==> src/bsc_pkg.sv <==
// Shared types and constants of the banker's safety check block.
package bsc_pkg;

  localparam int MAX_PROCS = 16;
  localparam int IDX_W     = (MAX_PROCS > 1) ? $clog2(MAX_PROCS) : 1;
  localparam int CNT_W     = $clog2(MAX_PROCS + 1);
  localparam int ITEM_W    = 8;
  localparam int NEED_W    = ITEM_W + 1;
  localparam int TOT_W     = 12;
  localparam int SUM_W     = ITEM_W + CNT_W;
  localparam int WORK_W    = ((SUM_W > TOT_W) ? SUM_W : TOT_W) + 2;
  localparam int PIDX_W    = 4;
  localparam int CFG_IDX_W = 2;

  localparam logic [CFG_IDX_W-1:0] REG_TOTAL_A = CFG_IDX_W'(0);
  localparam logic [CFG_IDX_W-1:0] REG_TOTAL_B = CFG_IDX_W'(1);
  localparam logic [CFG_IDX_W-1:0] REG_TOTAL_C = CFG_IDX_W'(2);

  localparam logic [TOT_W-1:0] TOTAL_A_RST = TOT_W'(10);
  localparam logic [TOT_W-1:0] TOTAL_B_RST = TOT_W'(5);
  localparam logic [TOT_W-1:0] TOTAL_C_RST = TOT_W'(7);

  typedef struct packed {
    logic [ITEM_W-1:0] alloc_a;
    logic [ITEM_W-1:0] alloc_b;
    logic [ITEM_W-1:0] alloc_c;
    logic [ITEM_W-1:0] claim_a;
    logic [ITEM_W-1:0] claim_b;
    logic [ITEM_W-1:0] claim_c;
    logic              last;
  } bsc_in_t;

  typedef struct packed {
    logic [PIDX_W-1:0] proc_index;
    logic              safe;
    logic              seq_end;
  } bsc_out_t;

  typedef struct packed {
    logic [ITEM_W-1:0]        alloc_a;
    logic [ITEM_W-1:0]        alloc_b;
    logic [ITEM_W-1:0]        alloc_c;
    logic signed [NEED_W-1:0] need_a;
    logic signed [NEED_W-1:0] need_b;
    logic signed [NEED_W-1:0] need_c;
  } bsc_entry_t;

  typedef struct packed {
    logic             wr_en;
    logic [IDX_W-1:0] wr_addr;
    logic             rd_en;
    logic [IDX_W-1:0] rd_addr;
  } bsc_mem_ctl_t;

  typedef enum logic [2:0] {
    ST_LOAD,
    ST_INIT,
    ST_READ,
    ST_EVAL,
    ST_EMIT
  } bsc_state_t;

endpackage

==> src/bsc_store.sv <==
// Process table memory: allocation and signed need per process, registered read.
module bsc_store (
  input  logic                  clk,
  input  bsc_pkg::bsc_mem_ctl_t ctl,
  input  bsc_pkg::bsc_in_t      wr_data,
  output bsc_pkg::bsc_entry_t   rd_data
);
  import bsc_pkg::*;

  bsc_entry_t mem_r [MAX_PROCS];
  bsc_entry_t rd_data_r;
  bsc_entry_t wr_entry;

  always_comb begin
    wr_entry.alloc_a = wr_data.alloc_a;
    wr_entry.alloc_b = wr_data.alloc_b;
    wr_entry.alloc_c = wr_data.alloc_c;
    wr_entry.need_a  = $signed({1'b0, wr_data.claim_a}) - $signed({1'b0, wr_data.alloc_a});
    wr_entry.need_b  = $signed({1'b0, wr_data.claim_b}) - $signed({1'b0, wr_data.alloc_b});
    wr_entry.need_c  = $signed({1'b0, wr_data.claim_c}) - $signed({1'b0, wr_data.alloc_c});
  end

  always_ff @(posedge clk) begin
    if (ctl.wr_en) begin
      mem_r[ctl.wr_addr] <= wr_entry;
    end
    if (ctl.rd_en) begin
      rd_data_r <= mem_r[ctl.rd_addr];
    end
  end

  assign rd_data = rd_data_r;

endmodule

==> src/bankers_safety_check_core.sv <==
// Top level of the banker's safety check: process loading, safety passes, sequence output.
//
//   channel | direction | handshake           | payload
//   cfg     | in        | cfg_we              | cfg_index, cfg_wdata (totals A, B, C)
//   in      | in        | in_valid / in_stall | bsc_in_t, one process per request
//   out     | out       | out_valid/out_stall | bsc_out_t, one sequence entry per request
//
// Loading takes one request per cycle; a request beyond MAX_PROCS is dropped but its
// last mark still starts the check. The check runs a setup step, then on each pass it
// skips each finished process and does a table read and a compare on each open one,
// for at most n passes over n processes. The result sequence follows at one per cycle
// while out_stall is low. Input stalls from the last request until the final result is
// taken. Reset is synchronous; the process table needs no clearing.
module bankers_safety_check_core (
  input  logic                          clk,
  input  logic                          rst_n,
  input  logic                          cfg_we,
  input  logic [bsc_pkg::CFG_IDX_W-1:0] cfg_index,
  input  logic [bsc_pkg::TOT_W-1:0]     cfg_wdata,
  input  logic                          in_valid,
  output logic                          in_stall,
  input  bsc_pkg::bsc_in_t              in_data,
  output logic                          out_valid,
  input  logic                          out_stall,
  output bsc_pkg::bsc_out_t             out_data
);
  import bsc_pkg::*;

  bsc_state_t state_r, state_nxt;

  logic [TOT_W-1:0] total_a_r, total_b_r, total_c_r;
  logic [SUM_W-1:0] sum_a_r, sum_b_r, sum_c_r;
  logic [SUM_W-1:0] sum_a_nxt, sum_b_nxt, sum_c_nxt;
  logic signed [WORK_W-1:0] work_a_r, work_b_r, work_c_r;
  logic signed [WORK_W-1:0] work_a_nxt, work_b_nxt, work_c_nxt;
  logic [MAX_PROCS-1:0] fin_r, fin_nxt;
  logic [CNT_W-1:0] proc_cnt_r, proc_cnt_nxt;
  logic [CNT_W-1:0] acc_cnt_r, acc_cnt_nxt;
  logic [IDX_W-1:0] idx_r, idx_nxt;
  logic [IDX_W-1:0] out_ptr_r, out_ptr_nxt;
  logic found_r, found_nxt;
  logic safe_r, safe_nxt;
  logic [IDX_W-1:0] order_r [MAX_PROCS];

  bsc_mem_ctl_t mem_ctl;
  bsc_entry_t   rd_entry;

  logic in_acc, out_acc, has_room;
  logic signed [WORK_W-1:0] need_a_x, need_b_x, need_c_x;
  logic fits, accept_now, pass_end, found_after, all_done;
  logic [CNT_W-1:0] acc_after;

  bsc_store u_store (
    .clk     (clk),
    .ctl     (mem_ctl),
    .wr_data (in_data),
    .rd_data (rd_entry)
  );

  assign in_acc   = in_valid && !in_stall;
  assign out_acc  = out_valid && !out_stall;
  assign has_room = proc_cnt_r < CNT_W'(MAX_PROCS);

  assign need_a_x = WORK_W'(rd_entry.need_a);
  assign need_b_x = WORK_W'(rd_entry.need_b);
  assign need_c_x = WORK_W'(rd_entry.need_c);

  assign fits        = (need_a_x <= work_a_r) && (need_b_x <= work_b_r) &&
                       (need_c_x <= work_c_r);
  assign accept_now  = (state_r == ST_EVAL) && fits;
  assign acc_after   = acc_cnt_r + CNT_W'(accept_now);
  assign found_after = found_r || accept_now;
  assign pass_end    = (CNT_W'(idx_r) + CNT_W'(1)) == proc_cnt_r;
  assign all_done    = acc_after == proc_cnt_r;

  always_comb begin
    state_nxt = state_r;
    case (state_r)
      ST_LOAD: begin
        if (in_acc && in_data.last) begin
          state_nxt = ST_INIT;
        end
      end
      ST_INIT: begin
        state_nxt = ST_READ;
      end
      ST_READ: begin
        if (!fin_r[idx_r]) begin
          state_nxt = ST_EVAL;
        end else if (pass_end && (all_done || !found_after)) begin
          state_nxt = ST_EMIT;
        end
      end
      ST_EVAL: begin
        if (pass_end && (all_done || !found_after)) begin
          state_nxt = ST_EMIT;
        end else begin
          state_nxt = ST_READ;
        end
      end
      ST_EMIT: begin
        if (out_acc && out_data.seq_end) begin
          state_nxt = ST_LOAD;
        end
      end
      default: begin
        state_nxt = ST_LOAD;
      end
    endcase
  end

  always_comb begin
    in_stall            = state_r != ST_LOAD;
    out_valid           = state_r == ST_EMIT;
    out_data.safe       = safe_r;
    out_data.proc_index = safe_r ? PIDX_W'(order_r[out_ptr_r]) : '0;
    out_data.seq_end    = !safe_r || ((CNT_W'(out_ptr_r) + CNT_W'(1)) == proc_cnt_r);
    mem_ctl.wr_en       = in_acc && has_room;
    mem_ctl.wr_addr     = proc_cnt_r[IDX_W-1:0];
    mem_ctl.rd_en       = (state_r == ST_READ) && !fin_r[idx_r];
    mem_ctl.rd_addr     = idx_r;
  end

  always_comb begin
    sum_a_nxt    = sum_a_r;
    sum_b_nxt    = sum_b_r;
    sum_c_nxt    = sum_c_r;
    work_a_nxt   = work_a_r;
    work_b_nxt   = work_b_r;
    work_c_nxt   = work_c_r;
    fin_nxt      = fin_r;
    proc_cnt_nxt = proc_cnt_r;
    acc_cnt_nxt  = acc_cnt_r;
    idx_nxt      = idx_r;
    out_ptr_nxt  = out_ptr_r;
    found_nxt    = found_r;
    safe_nxt     = safe_r;
    case (state_r)
      ST_LOAD: begin
        if (in_acc && has_room) begin
          sum_a_nxt    = sum_a_r + SUM_W'(in_data.alloc_a);
          sum_b_nxt    = sum_b_r + SUM_W'(in_data.alloc_b);
          sum_c_nxt    = sum_c_r + SUM_W'(in_data.alloc_c);
          proc_cnt_nxt = proc_cnt_r + CNT_W'(1);
        end
      end
      ST_INIT: begin
        work_a_nxt  = $signed(WORK_W'(total_a_r)) - $signed(WORK_W'(sum_a_r));
        work_b_nxt  = $signed(WORK_W'(total_b_r)) - $signed(WORK_W'(sum_b_r));
        work_c_nxt  = $signed(WORK_W'(total_c_r)) - $signed(WORK_W'(sum_c_r));
        sum_a_nxt   = '0;
        sum_b_nxt   = '0;
        sum_c_nxt   = '0;
        fin_nxt     = '0;
        acc_cnt_nxt = '0;
        idx_nxt     = '0;
        found_nxt   = 1'b0;
      end
      ST_READ, ST_EVAL: begin
        if (accept_now) begin
          work_a_nxt     = work_a_r + $signed(WORK_W'(rd_entry.alloc_a));
          work_b_nxt     = work_b_r + $signed(WORK_W'(rd_entry.alloc_b));
          work_c_nxt     = work_c_r + $signed(WORK_W'(rd_entry.alloc_c));
          fin_nxt[idx_r] = 1'b1;
          acc_cnt_nxt    = acc_after;
          found_nxt      = 1'b1;
        end
        if ((state_r == ST_EVAL) || fin_r[idx_r]) begin
          if (pass_end) begin
            idx_nxt     = '0;
            found_nxt   = 1'b0;
            safe_nxt    = all_done;
            out_ptr_nxt = '0;
          end else begin
            idx_nxt = idx_r + IDX_W'(1);
          end
        end
      end
      ST_EMIT: begin
        if (out_acc) begin
          out_ptr_nxt = out_ptr_r + IDX_W'(1);
          if (out_data.seq_end) begin
            proc_cnt_nxt = '0;
          end
        end
      end
      default: begin
      end
    endcase
  end

  always_ff @(posedge clk) begin
    if (!rst_n) begin
      state_r    <= ST_LOAD;
      total_a_r  <= TOTAL_A_RST;
      total_b_r  <= TOTAL_B_RST;
      total_c_r  <= TOTAL_C_RST;
      sum_a_r    <= '0;
      sum_b_r    <= '0;
      sum_c_r    <= '0;
      work_a_r   <= '0;
      work_b_r   <= '0;
      work_c_r   <= '0;
      fin_r      <= '0;
      proc_cnt_r <= '0;
      acc_cnt_r  <= '0;
      idx_r      <= '0;
      out_ptr_r  <= '0;
      found_r    <= 1'b0;
      safe_r     <= 1'b0;
    end else begin
      state_r    <= state_nxt;
      sum_a_r    <= sum_a_nxt;
      sum_b_r    <= sum_b_nxt;
      sum_c_r    <= sum_c_nxt;
      work_a_r   <= work_a_nxt;
      work_b_r   <= work_b_nxt;
      work_c_r   <= work_c_nxt;
      fin_r      <= fin_nxt;
      proc_cnt_r <= proc_cnt_nxt;
      acc_cnt_r  <= acc_cnt_nxt;
      idx_r      <= idx_nxt;
      out_ptr_r  <= out_ptr_nxt;
      found_r    <= found_nxt;
      safe_r     <= safe_nxt;
      if (cfg_we) begin
        case (cfg_index)
          REG_TOTAL_A: total_a_r <= cfg_wdata;
          REG_TOTAL_B: total_b_r <= cfg_wdata;
          REG_TOTAL_C: total_c_r <= cfg_wdata;
          default: begin
          end
        endcase
      end
    end
  end

  always_ff @(posedge clk) begin
    if (accept_now) begin
      order_r[acc_cnt_r[IDX_W-1:0]] <= idx_r;
    end
  end

endmodule

==> config.mk <==
export PLATFORM = sky130hd
export DESIGN_NAME = bankers_safety_check_core
export DESIGN_NICKNAME = d
export VERILOG_FILES = /design/src/bsc_pkg.sv /design/src/bsc_store.sv /design/src/bankers_safety_check_core.sv
export SDC_FILE = /design/constraint.sdc
export NUM_CORES = 2
export LEC_CHECK = 0
export BUFFER_PORTS_ARGS = -buffer_cell sky130_fd_sc_hd__buf_2
export CORE_ASPECT_RATIO = 1.25
export CORE_MARGIN = 4
export CORE_UTILIZATION = 55
export DETAILED_ROUTE_END_ITERATION = 7
export PLACE_DENSITY = 0.71
export SLEW_MARGIN = 5
export SYNTH_ARGS = -nofsm -noshare
export SYNTH_HDL_FRONTEND = slang
export SYNTH_SLANG_ARGS = --single-unit
==> constraint.sdc <==
create_clock -name clk -period 6 [get_ports clk]
set_clock_uncertainty 0.2 [all_clocks]
set_input_delay 1.2 -clock clk [delete_from_list [all_inputs] [get_ports clk]]
set_output_delay 1.2 -clock clk [all_outputs]
set_load 0.01 [all_outputs]
==> results.md <==
- Final max-slew violation count: 0
- Net Count, Synth: 3210
- Initial Util: 0.5551
- YS warnings: 0
- Clk slew on worst S/H paths: 0.06 ns
- Post-Synthesis Cells: 2966
- Psw: 4.111 mW
- FP Rows: 120
- HPWL Detailed: 72020 um
- Die ar.: 91320 um^2
- Core area: 85730 um^2
- Yosys reg bits: 1094
- Net Sw Frac: 0.2381
- Die Ht: 336.9 um
- GP Congestion: 0.9097
- CTS sink cnt: 1094
- Vias in the first global route: 27757
- Unrepaired setup endpoints after global routing: false
- Chip width: 271.1 um
- Part of the power in registers: 0.501
- Num CTS Buffers: 102
- CP Cell Sequence: mux4_2, mux4_2, and2_1, buf_2
- Avg Cell Area, Syn: 16.04 um^2
- WP data required: 4.60 ns
- Logic gate share of total power: 0.100
- Initial antenna violation count: 3
- Largest net degree at the start of global routing: 133
- Sequential-to-total area share from yosys stat: 0.6560
- Crit start category: flip-flop
- Area grow syn2layout: 11.13%
- # Max-Cap Violations: 0
- Slew @ Worst Pin: 1.240 ns
- Clk_lat worst skew: 0.69 ns
- Setup violations, final: 0
- Post-synth EDFFs: 931
- PwrDens: 326.6 nW/um^2
- Aggregate global-route resource usage: 0.2615
- Max Fclk: 219.9 MHz
- Clock power share: 0.400
- # IOs: 76
- Syn Std Cell Area: 47590 um^2
- Crit path largest cell delay: 1.05 ns
- Final #Nets: 3295
- Clock root buffer: clkbuf_16
- CP Max Fanout: 16
- ANT nets after route: 0
- Asr flop ratio synth: 0
- Critical path arrival: 3.15 ns
- CP max stage cell: dfxtp_1
- Crit path capture type: output pin
- Post-CTS resize count: 0
- Final Hold Slack: 0.2655 ns
- Crit path buffers/inverters: 1
- Final core utilization: 0.6169
- Outcome: finished clean
- Via count: 27292
- Startpoint of the worst register-to-register path: u_store.rd_data[26]
- Clock buffer depth: 3
- DR vias/cell: 6.351
- Hold buffers post-CTS: 0
- First-pass GRT wire length: 178300 um
- Tcrit/Tclk final: 0.7579
- Most used cell along the critical path: mux4_2
- Buffers on Ports: 75
- Post-route setup TNS: 0 ns
- DRC: 0
- DR iter-0 viols: 3502
- Setup bufs post-CTS: 0
- Max_slew headroom: 0.1673
- Final Hold Fails: 0
- Int Pwr: 13.16 mW
- 1st-pass router iterations: 6
- Post-synth top flop: edfxtp_1
- Routed WL: 118400 um
- Min-Delay Path Class: flip-flop to flip-flop
- Overflow after GRT: 0
- Static leakage: 17.36 nW
- VDD IR max: 0.2325 mV
- Netlist cell types: 86
- Crit Path Category: flip-flop to output pin
- Top delay family on crit path: multiplexers
- CTS tree: built
- Layout cells sized above 1: 0.1970
- Hold Startpoint: total_c_r[4]
- Period minus WS final: 4.547 ns
- Avg WL per Cell: 27.56 um
- H-tree Lvls: 3
-- cells in the mapped netlist, types with 5 or more instances --
| library cell | instances | area share |
|---|---|---|
| xor2_1 | 32 | 0.0059 |
| nor4_1 | 7 | 0.00092 |
| a21o_1 | 26 | 0.0041 |
| nand3_1 | 58 | 0.0061 |
| nor3_1 | 37 | 0.0039 |
| a21oi_1 | 149 | 0.016 |
| a31oi_1 | 30 | 0.0039 |
| buf_1 | 24 | 0.0019 |
| nor2_1 | 137 | 0.011 |
| and2_1 | 19 | 0.0025 |
| a211oi_2 | 10 | 0.0026 |
| a21boi_0 | 5 | 0.00079 |
| or4_1 | 6 | 0.00095 |
| a211oi_1 | 33 | 0.0052 |
| o31ai_1 | 10 | 0.0016 |
| inv_1 | 165 | 0.013 |
| edfxtp_1 | 931 | 0.59 |
| nand2b_1 | 27 | 0.0035 |
| ha_1 | 164 | 0.043 |
| dfxtp_1 | 163 | 0.069 |
| nor2b_1 | 23 | 0.0030 |
| o21ai_0 | 87 | 0.0091 |
| nand3b_1 | 6 | 0.00095 |
| a22oi_1 | 6 | 0.00095 |
| fa_1 | 12 | 0.0050 |
| a311oi_1 | 6 | 0.0011 |
| nand4_1 | 13 | 0.0017 |
| buf_2 | 12 | 0.0013 |
| or3_1 | 18 | 0.0024 |
| o211ai_1 | 9 | 0.0014 |
| xnor2_1 | 49 | 0.0090 |
| o21bai_1 | 6 | 0.00095 |
| and3_1 | 13 | 0.0017 |
| mux4_2 | 280 | 0.13 |
| nand2_1 | 180 | 0.014 |
| clkbuf_1 | 87 | 0.0069 |
| o21a_1 | 16 | 0.0025 |
-- registers in the layout, summed over array words and instances, names as in the netlist, 13 cells and up, named ones only --
register and count:
u_store.rd_data 51, work_c_r 15, work_b_r 15, sum_a_r 13, order_r 64, work_a_r 15, u_store.mem_r 816, sum_b_r 13
fin_r 16, sum_c_r 13
-- metal layers --
metal | share of wire | vias up | global-route usage
li1 | - | 11790 | -
met1 | 0.40 | 14040 | 0.3646
met2 | 0.49 | 1252 | 0.4334
met3 | 0.073 | 210 | 0.03452
met4 | 0.034 | 0 | 0.08965
met5 | 0 | - | 0
-- worst min-delay path, cell delays in order (launching register included) --
cell,delay (ns)
dfxtp_1,0.32
nand2_1,0.05
a21oi_1,0.05
-- stage by stage --
stage | setup WS (ns) | area, um^2 | instances | power, mW
3_3_place_gp | 1.631 | 49270 | 4106 | 10.43
5_1_grt | 1.232 | 52880 | 4296 | 17.86
4_1_cts | 1.328 | 52880 | 4296 | 17.34
2_1_floorplan | 1.146 | 47590 | 2966 | 9.919
6_report | 1.453 | 52880 | 4297 | 17.27
3_5_place_dp | 1.536 | 49270 | 4106 | 10.51
-- cell usage in the layout (no fill, tap or decap), types with 35 or more instances in the layout --
cell type	instances
nor3_1	37
dfxtp_1	159
nand2_1	180
mux4_2	280
edfxtp_1	931
a21oi_1	149
inv_1	164
xnor2_1	49
nor2_1	136
ha_1	164
buf_2	75
o21ai_0	87
nand3_1	58
clkbuf_16	103
buf_4	35
-- power by group through the flow --
stage / logic [mW] / clock network (mW) / registers, mW
final: 1.72 / 6.90 / 8.65
after global routing: 1.89 / 7.32 / 8.66
after CTS: 1.71 / 6.98 / 8.64
after detailed placement: 1.70 / 0 / 8.81
after global placement: 1.64 / 0 / 8.79
after floorplan: 1.15 / 0 / 8.77
-- logic make-up after synthesis --
kind of cell               synth area share
xor gates and xnor gates            0.01491
and+or+nand+nor                     0.05669
buffers and inverters               0.02492
AOI/OAI and AO/OA                   0.06568
muxes                                0.1336
adders and majority gates           0.04817
DFF                                  0.6560
-- layout make-up --
| cell class | instances | area (um^2) |
|---|---|---|
| fill | 6089 | 32850 |
| sequential | 1094 | 31240 |
| timing repair buffer | 113 | 698.2 |
| antenna | 1 | 2.502 |
| multi-input combinational | 1575 | 15270 |
| tap | 1159 | 1450 |
| inverter | 165 | 620.6 |
| clock inverter | 74 | 983.4 |
| clock buffer | 116 | 2626 |
-- path summary, 6_finish.rpt --
check,end,slack (ns),cells after the start
setup reg to reg,safe_r,1.59,15
setup / recovery,out_data[4],1.45,4
hold / removal,total_c_r[4],0.27,2
hold reg to reg,total_c_r[4],0.27,2
(Power assumes the default switching activity.)
